--- src/rtl/crc32ws_pkg.sv ---
// Shared types, constants and the bitwise byte step for the word-stream CRC-32.
// No dependencies; every other file of the block refers to it by scoped names.
package crc32ws_pkg;

  localparam int unsigned CrcW         = 32;
  localparam int unsigned DataW        = 32;
  localparam int unsigned ByteW        = 8;
  localparam int unsigned CountW       = 3;
  // Widened lane count, able to hold the byte lane limit itself
  localparam int unsigned LaneCntW     = 4;
  // Byte lanes processed per word at most (1 to 8); lanes above bit 31 read as zero
  localparam int unsigned BytesPerWord = 4;

  localparam logic [CrcW-1:0]  CrcPoly  = 32'hEDB8_8320;
  localparam logic [ByteW-1:0] ByteMask = 8'hFF;

  typedef struct packed {
    logic [DataW-1:0]  data_word;
    logic [CountW-1:0] byte_count;
    logic              first_item;
    logic              last_item;
  } in_beat_t;

  // Eight reflected shift steps of one byte through the running value
  function automatic logic [CrcW-1:0] crc_byte(logic [CrcW-1:0] crc, logic [ByteW-1:0] data);
    logic [CrcW-1:0] c;
    c = crc ^ {{(CrcW-ByteW){1'b0}}, data & ByteMask};
    for (int k = 0; k < ByteW; k++) begin
      c = c[0] ? ((c >> 1) ^ CrcPoly) : (c >> 1);
    end
    return c;
  endfunction

endpackage

--- src/rtl/crc32ws_if.sv ---
// Valid/ready stream interfaces for the word-stream CRC-32 input and result beats.
// Depends on crc32ws_pkg for field widths.
interface crc32ws_in_if;
  logic                               valid;
  logic                               ready;
  logic [crc32ws_pkg::DataW-1:0]      data_word;
  logic [crc32ws_pkg::CountW-1:0]     byte_count;
  logic                               first_item;
  logic                               last_item;

  modport source (output valid, data_word, byte_count, first_item, last_item, input ready);
  modport sink   (input valid, data_word, byte_count, first_item, last_item, output ready);
endinterface

interface crc32ws_out_if;
  logic                           valid;
  logic                           ready;
  logic [crc32ws_pkg::CrcW-1:0]   crc_value;
  logic                           is_final;

  modport source (output valid, crc_value, is_final, input ready);
  modport sink   (input valid, crc_value, is_final, output ready);
endinterface

--- src/rtl/crc32_word_stream.sv ---
// Top level of the word-stream CRC-32: input register, CRC update, result register.
// Depends on crc32ws_pkg, the interfaces in crc32ws_if.sv and crc32ws_update.
//
// Use:
//   in_i carries one memory word per beat: data_word (bytes taken lowest first),
//   byte_count (valid bytes from the low end, saturated at four), first_item
//   (restart from the initial value) and last_item (echoed as is_final).
//   out_o gives one beat per input beat: the running CRC after that word, reflected
//   polynomial 0xEDB88320, no inversion on the way in or out.
//   cfg_we_i / cfg_wdata_i write the initial value; write it only while idle.
// Throughput: one beat per cycle while out_o is ready. The word is held in an input
//   register, the four byte lanes of the update logic run in a single pass and the
//   result register takes the new CRC, which also becomes the running value for the
//   next word.
// Stall: while out_o is held off the result stays put; the input register can still
//   take one more beat, after which in_i.ready drops until the result is taken.
// Reset: drops both stages, clears the running CRC and the initial value to zero.
module crc32_word_stream (
  input  logic                               clk_i,
  input  logic                               rst_ni,
  crc32ws_in_if.sink                         in_i,
  crc32ws_out_if.source                      out_o,
  input  logic                               cfg_we_i,
  input  logic [crc32ws_pkg::CrcW-1:0]       cfg_wdata_i
);

  logic                          s1_valid_q;
  crc32ws_pkg::in_beat_t         s1_beat_q;
  logic                          out_valid_q;
  logic [crc32ws_pkg::CrcW-1:0]  out_crc_q;
  logic                          out_final_q;
  logic [crc32ws_pkg::CrcW-1:0]  running_crc_q;
  logic [crc32ws_pkg::CrcW-1:0]  init_value_q;
  logic [crc32ws_pkg::CrcW-1:0]  crc_d;
  logic                          out_free;
  logic                          s1_adv;
  logic                          in_take;

  // Result slot is free when empty or being emptied this cycle
  assign out_free     = !out_valid_q || out_o.ready;
  assign s1_adv       = s1_valid_q && out_free;
  assign in_i.ready   = !s1_valid_q || out_free;
  assign in_take      = in_i.valid && in_i.ready;

  // Hold the initial value between writes
  always_ff @(posedge clk_i or negedge rst_ni) begin
    if (!rst_ni) begin
      init_value_q <= '0;
    end else if (cfg_we_i) begin
      init_value_q <= cfg_wdata_i;
    end
  end

  // Input register
  always_ff @(posedge clk_i or negedge rst_ni) begin
    if (!rst_ni) begin
      s1_valid_q <= 1'b0;
    end else if (in_i.ready) begin
      s1_valid_q <= in_i.valid;
    end
  end

  always_ff @(posedge clk_i) begin
    if (in_take) begin
      s1_beat_q.data_word  <= in_i.data_word;
      s1_beat_q.byte_count <= in_i.byte_count;
      s1_beat_q.first_item <= in_i.first_item;
      s1_beat_q.last_item  <= in_i.last_item;
    end
  end

  crc32ws_update u_update (
    .beat_i        (s1_beat_q),
    .init_value_i  (init_value_q),
    .running_crc_i (running_crc_q),
    .crc_o         (crc_d)
  );

  // Result register and running value advance together
  always_ff @(posedge clk_i or negedge rst_ni) begin
    if (!rst_ni) begin
      out_valid_q   <= 1'b0;
      running_crc_q <= '0;
    end else begin
      if (out_free) begin
        out_valid_q <= s1_valid_q;
      end
      if (s1_adv) begin
        running_crc_q <= crc_d;
      end
    end
  end

  always_ff @(posedge clk_i) begin
    if (s1_adv) begin
      out_crc_q   <= crc_d;
      out_final_q <= s1_beat_q.last_item;
    end
  end

  assign out_o.valid     = out_valid_q;
  assign out_o.crc_value = out_crc_q;
  assign out_o.is_final  = out_final_q;

  // A beat that moves on appears as the result and as the running value
  a_adv_result: assert property (@(posedge clk_i) disable iff (!rst_ni)
    s1_adv |=> (out_valid_q && (out_crc_q == running_crc_q)))
    else $error("result and running CRC differ after an advance");

  // A stalled result freezes the running value
  a_stall_running: assert property (@(posedge clk_i) disable iff (!rst_ni)
    (out_valid_q && !out_o.ready) |=> $stable(running_crc_q))
    else $error("running CRC moved while the result was stalled");

  // A full input register takes a new beat only when its own beat moves on
  a_no_overwrite: assert property (@(posedge clk_i) disable iff (!rst_ni)
    (in_take && s1_valid_q) |-> s1_adv)
    else $error("input register overwritten");

  // A held beat keeps its payload
  a_hold_beat: assert property (@(posedge clk_i) disable iff (!rst_ni)
    (s1_valid_q && !out_free) |=> (s1_valid_q && $stable(s1_beat_q)))
    else $error("held input beat changed");

endmodule

--- src/rtl/crc32ws_update.sv ---
// Combinational CRC update of one word: start-value select and a chain of byte lanes.
// Depends on crc32ws_pkg (in_beat_t, crc_byte, BytesPerWord).
module crc32ws_update (
  input  crc32ws_pkg::in_beat_t        beat_i,
  input  logic [crc32ws_pkg::CrcW-1:0] init_value_i,
  input  logic [crc32ws_pkg::CrcW-1:0] running_crc_i,
  output logic [crc32ws_pkg::CrcW-1:0] crc_o
);

  localparam int unsigned Lanes = crc32ws_pkg::BytesPerWord;
  localparam int unsigned CntW  = crc32ws_pkg::LaneCntW;
  localparam int unsigned ByteW = crc32ws_pkg::ByteW;

  logic [CntW-1:0]              cnt_ext;
  logic [CntW-1:0]              cnt_sat;
  logic [crc32ws_pkg::CrcW-1:0] chain [Lanes+1];

  // Saturate the byte count at the lane limit
  assign cnt_ext  = {{(CntW-crc32ws_pkg::CountW){1'b0}}, beat_i.byte_count};
  assign cnt_sat  = (cnt_ext > CntW'(Lanes)) ? CntW'(Lanes) : cnt_ext;
  assign chain[0] = beat_i.first_item ? init_value_i : running_crc_i;

  for (genvar k = 0; k < Lanes; k++) begin : g_lane
    logic [ByteW-1:0] lane_byte;
    if ((k + 1) * ByteW <= crc32ws_pkg::DataW) begin : g_data
      assign lane_byte = beat_i.data_word[k*ByteW +: ByteW];
    end else begin : g_zero
      assign lane_byte = '0;
    end
    assign chain[k+1] = (CntW'(k) < cnt_sat) ? crc32ws_pkg::crc_byte(chain[k], lane_byte)
                                             : chain[k];
  end

  assign crc_o = chain[Lanes];

endmodule
--- src/flat_wrapper.sv ---
// flat-port wrapper written by rule: the top's interface ports become plain ports
module crc32_word_stream_flat 
  (clk_i, rst_ni, cfg_we_i, cfg_wdata_i, in_i_valid, in_i_data_word, in_i_byte_count, in_i_first_item, in_i_last_item, in_i_ready, out_o_valid, out_o_crc_value, out_o_is_final, out_o_ready);
  crc32ws_in_if in_i_i ();
  crc32ws_out_if out_o_i ();
  input  logic clk_i;
  input  logic rst_ni;
  input  logic cfg_we_i;
  input  logic [crc32ws_pkg::CrcW-1:0] cfg_wdata_i;
  input wire logic [$bits(in_i_i.valid)-1:0] in_i_valid;
  input wire logic [$bits(in_i_i.data_word)-1:0] in_i_data_word;
  input wire logic [$bits(in_i_i.byte_count)-1:0] in_i_byte_count;
  input wire logic [$bits(in_i_i.first_item)-1:0] in_i_first_item;
  input wire logic [$bits(in_i_i.last_item)-1:0] in_i_last_item;
  output wire logic [$bits(in_i_i.ready)-1:0] in_i_ready;
  output wire logic [$bits(out_o_i.valid)-1:0] out_o_valid;
  output wire logic [$bits(out_o_i.crc_value)-1:0] out_o_crc_value;
  output wire logic [$bits(out_o_i.is_final)-1:0] out_o_is_final;
  input wire logic [$bits(out_o_i.ready)-1:0] out_o_ready;
  assign in_i_i.valid = in_i_valid;
  assign in_i_i.data_word = in_i_data_word;
  assign in_i_i.byte_count = in_i_byte_count;
  assign in_i_i.first_item = in_i_first_item;
  assign in_i_i.last_item = in_i_last_item;
  assign in_i_ready = in_i_i.ready;
  assign out_o_valid = out_o_i.valid;
  assign out_o_crc_value = out_o_i.crc_value;
  assign out_o_is_final = out_o_i.is_final;
  assign out_o_i.ready = out_o_ready;
  crc32_word_stream u_core (.clk_i(clk_i), .rst_ni(rst_ni), .in_i(in_i_i), .out_o(out_o_i), .cfg_we_i(cfg_we_i), .cfg_wdata_i(cfg_wdata_i));
endmodule
--- config.mk ---
export PLATFORM = sky130hd
export DESIGN_NAME = crc32_word_stream_flat
export DESIGN_NICKNAME = d
export VERILOG_FILES = /design/src/rtl/crc32ws_pkg.sv /design/src/rtl/crc32ws_if.sv /design/src/rtl/crc32_word_stream.sv /design/src/rtl/crc32ws_update.sv /design/src/flat_wrapper.sv
export SDC_FILE = /design/constraint.sdc
export NUM_CORES = 1
export LEC_CHECK = 0
export ABC_AREA = 1
export BUFFER_PORTS_ARGS = -buffer_cell sky130_fd_sc_hd__buf_2
export CORE_ASPECT_RATIO = 0.7
export CORE_MARGIN = 2
export CORE_UTILIZATION = 50
export CTS_BUF_LIST = sky130_fd_sc_hd__clkbuf_2 sky130_fd_sc_hd__clkbuf_4 sky130_fd_sc_hd__clkbuf_8
export DETAILED_ROUTE_END_ITERATION = 10
export GPL_TIMING_DRIVEN = 1
export HOLD_SLACK_MARGIN = 0.05
export PLACE_DENSITY_LB_ADDON = 0.15
export SYNTH_ARGS = -nofsm -noshare
export SYNTH_HDL_FRONTEND = slang
export SYNTH_SLANG_ARGS = --single-unit
--- constraint.sdc ---
create_clock -name clk_i -period 4.3 [get_ports clk_i]
set_input_delay 0.86 -clock clk_i [delete_from_list [all_inputs] [get_ports clk_i]]
set_output_delay 0.86 -clock clk_i [all_outputs]
set_load 0.05 [all_outputs]
==> results list <==
- Counting stages on the worst path, the most repeated cell is nand2_2.
* Class of the worst hold path: reg2reg
- The checks that failed: setup timing.
- The finished layout holds 2605 standard cells, fillers aside.
- # IOs: 109
- In this run the cell area measured after placement is 15200 um^2.
* Highest-delay cell along the critical path: edfxtp_1
* # placed instances: 2513
- Slew @ Worst Pin: 981 ps
- Subtracting the final worst setup slack from the clock period gives 4430 ps.
- For this run, design rule violations remaining after detail routing come to 0.
- Number of endpoints failing setup at the final stage: 33
- STA classifies the critical path endpoint as a flip-flop.
- For the worst setup path, the data arrival time is 4800 ps.
- Effective utilization at floorplan: 50.7%
- Final nets: 2341
- The share of synthesized area in the top cell type comes to 22.4%.
- The number of antenna diodes in the final layout is 0.
* Wire length of the first global-routing pass: 74300 um
* Floorplan die width: 193 um
- Clock-pin slew was measured on the worst setup and hold paths at 100 ps.
* DP HPWL: 40300 um
- Worst hold path stage count: 0
- Critical path buffer and inverter count: 6
- Unrepaired setup endpoints after global routing: yes
- Synthesized Nets: 1937
- Sequential cell area fraction in the yosys report: 30.2%
- Area Growth Syn to Fin: 44.9%
- Crit Path Category: reg2reg
- The tool flagged a number of max-cap violations equal to 0.
* Total global-route track usage: 38.6%
* Crit path launch type: flip-flop
- Number of core rows: 48
- Logic depth of the worst path, buffers included: 35
* DIE HEIGHT: 136 um
- Worst slew slack as a fraction of its limit: 34.6%
- Entering global routing, the biggest net connects 51 pins.
* Ratio of routed vias to standard cells: 5.77
- The post-route netlist has 43.5% of its cells at a drive strength greater than 1.
* Max Fanout on Critical Path: 6
* Hold-fix buffer count after cts: 0
- Across the whole layout, storage elements account for 3750 um^2.
* Insertion delay to the later sink of the worst-skew pair: 510 ps
- Asr flop ratio synth: 48.5%
* Least setup slack across all paths after layout: -128 ps
- The count of nets left with antenna violations once routing finished came out at 0.
- Across all layers, the routed design uses 15038 vias.
- Number of fill cells in the layout: 1930
- Total count of hold-check failures in the final report: 0
* Final worst path period share: 103%
- Synthesis instantiated 44 different standard cells from the library.
- Synthesis handed over a netlist of 1863 instances.
* Aggregate global routing overflow: 0
- TritonCTS clock tree: done
- Each instance of the synthesized netlist takes up on average 6.68 um^2.
* Routability cong.: 1.06
- The die covers 26200 um^2.
- Final-layout setup total negative slack: -1670 ps
* Initial antenna violation count: 0
* Maximum buffer depth of the clock tree: 2
* Cell taking the most area after synthesis: nand2_1
- The tightest hold path in the finished design has a slack of 457 ps.
- Run status: finished, violations left
* Maximum clock rate: 0.226 GHz
- Pre-Repair DR Iteration Count: 6
- Number of global-route vias before repair: 12574
- Total area of multi-input combinational cells: 9670 um^2
* Max Transition Viols Final: 0
* Placeable Area: 24600 um^2
* Skew final: 26.2 ps
- In this run, CTS created clock tree buffers numbering 17.
- The synthesized design contains 70 enable-type register cells.
- CTS saw 136 sinks.
* Family with the most delay on the worst path: simple AND/OR/NAND/NOR gates
* Routed length per placed instance: 20.5 um
* Netlist area before placement: 12400 um^2
- Cell at the root of the clock tree: clkbuf_8
* Number of warnings issued by yosys: 0
* Req. time, crit path: 4670 ps
* Count of buffers from port buffering: 108
- Largest stage delay on the critical path: 440 ps
* Worst r2r path cells: 35
* Count of routing violations after the opening detailed-route iteration: 1946
- H-tree levels: 4
- Number of register bits inferred by synthesis: 136
* Routed wire length: 53500 um
- For this run, the leading register cell type out of synthesis is edfxtp_1.
- Biggest area contributors in the synthesized netlist: nand2_1 (22%), edfxtp_1 (17%), dfrtp_1 (13%)
- Post-route cell area: 18000 um^2
## worst paths after layout
path                                          start                        to  slack, ps
worst max-delay path            u_core.s1_beat_q[1]  u_core.running_crc_q[25]       -130
min in group asynchronous                    rst_ni    u_core.init_value_q[0]        470
worst min register to register  u_core.s1_beat_q[0]     u_core.out_o.is_final        460
max in group asynchronous                    rst_ni  u_core.running_crc_q[22]       2830
worst max register to register  u_core.s1_beat_q[1]  u_core.running_crc_q[25]       -130
worst min-delay path            u_core.s1_beat_q[0]     u_core.out_o.is_final        460
## per-layer routing
metal  global-route usage (%)  share of wire (%)  vias up
li1                         -                  -     6865
met1                     58.0                 43     7062
met2                     54.6                 41      974
met3                     11.3                 13      137
met4                     7.17                2.5        0
met5                        0                  0        -
## flip-flops by register name (all words and copies together) (netlist names)
signal                  count
u_core.running_crc_q       32
u_core.out_o.crc_value     32
u_core.init_value_q        32
u_core.out_o.valid          1
u_core.out_o.is_final       1
u_core.s1_beat_q           37
u_core.s1_valid_q           1
## area by class of cell
cell class                      count  share of cell area (%)
Clock buffer                       17                    1.30
Clock inverter                     15                    1.09
Inverter                          158                    3.33
Multi-Input combinational cell   1517                    53.6
Sequential cell                   136                    20.8
Tap cell                          325                    2.25
Timing Repair Buffer              436                    17.6
Timing Repair inverter              1                  0.0416
## cell usage after synthesis (3+ instances only)
cell type and number:
nor2_1 15, clkinv_1 5, dfrtp_1 66, nand2_2 93, o21a_1 4, o21ai_0 60, edfxtp_1 70, xnor2_1 14
buf_1 7, o21ai_2 4, nand4_1 10, or2_2 7, nand2_1 742, buf_6 6, or2_1 7, xor2_1 64
a21oi_1 8, mux2_2 14, nand2_4 29, buf_4 5, xor2_2 5, buf_2 15, clkbuf_1 19, a21boi_1 5
nand3_1 325, inv_2 19, o21ai_1 38, o22ai_1 3, nand3_2 45, inv_1 133, and2_1 6
## kinds of logic (layout without fill, tap and decap cells)
group / after synthesis / count (layout) / synth area share (%)
AOI/OAI and AO/OA: 130 / 130 / 5.72
xor gates and xnor gates: 85 / 85 / 6.49
buffers and inverters: 210 / 627 / 7.02
DFF: 136 / 136 / 30.2
muxes: 14 / 14 / 1.27
and+or+nand+nor: 1288 / 1288 / 49.4
## timing repair
action	4_1_cts	5_1_grt
cloned	0	2
setup endpoints to repair	41	64
resized for setup	14	441
pin swaps	0	122
buffers inserted	1	57
## per-stage QoR
stage	worst slack [ps]	util, %
after global routing	-308	73.4
after detailed placement	-175	61.9
after floorplan	777	-
after CTS	-26.9	63.9
final	-128	73.4
after global placement	-138	61.9
## cells in the final DEF, fill, tap and decap left out, types with 6 or more instances in the layout
master and count:
nand3_1 226, mux2_2 14, a21oi_1 6, nand3_2 110, nand2_4 93, o21ai_2 17, nand2_2 170, o21ai_0 43
xor2_1 52, nand2_8 8, buf_4 303, nor2_1 12, nand2_1 595, xor2_2 13, buf_12 8, inv_2 22
edfxtp_1 70, or2_2 7, clkbuf_8 17, o21ai_1 38, xnor2_1 10, nand3_4 36, nand4_1 10, or2_1 7
buf_6 17, buf_2 108, dfrtp_1 66, inv_6 6, inv_1 129
## worst reg2reg max path: cells and delay by family, from the launching register on
family | cells | cell delay (ps)
flops | 1 | 440
compound gates | 3 | 480
buf+inv | 6 | 900
simple gates | 26 | 2480
Power is not shown: default switching activity piles up to over one toggle a cycle in this logic, so the estimate is an artifact.
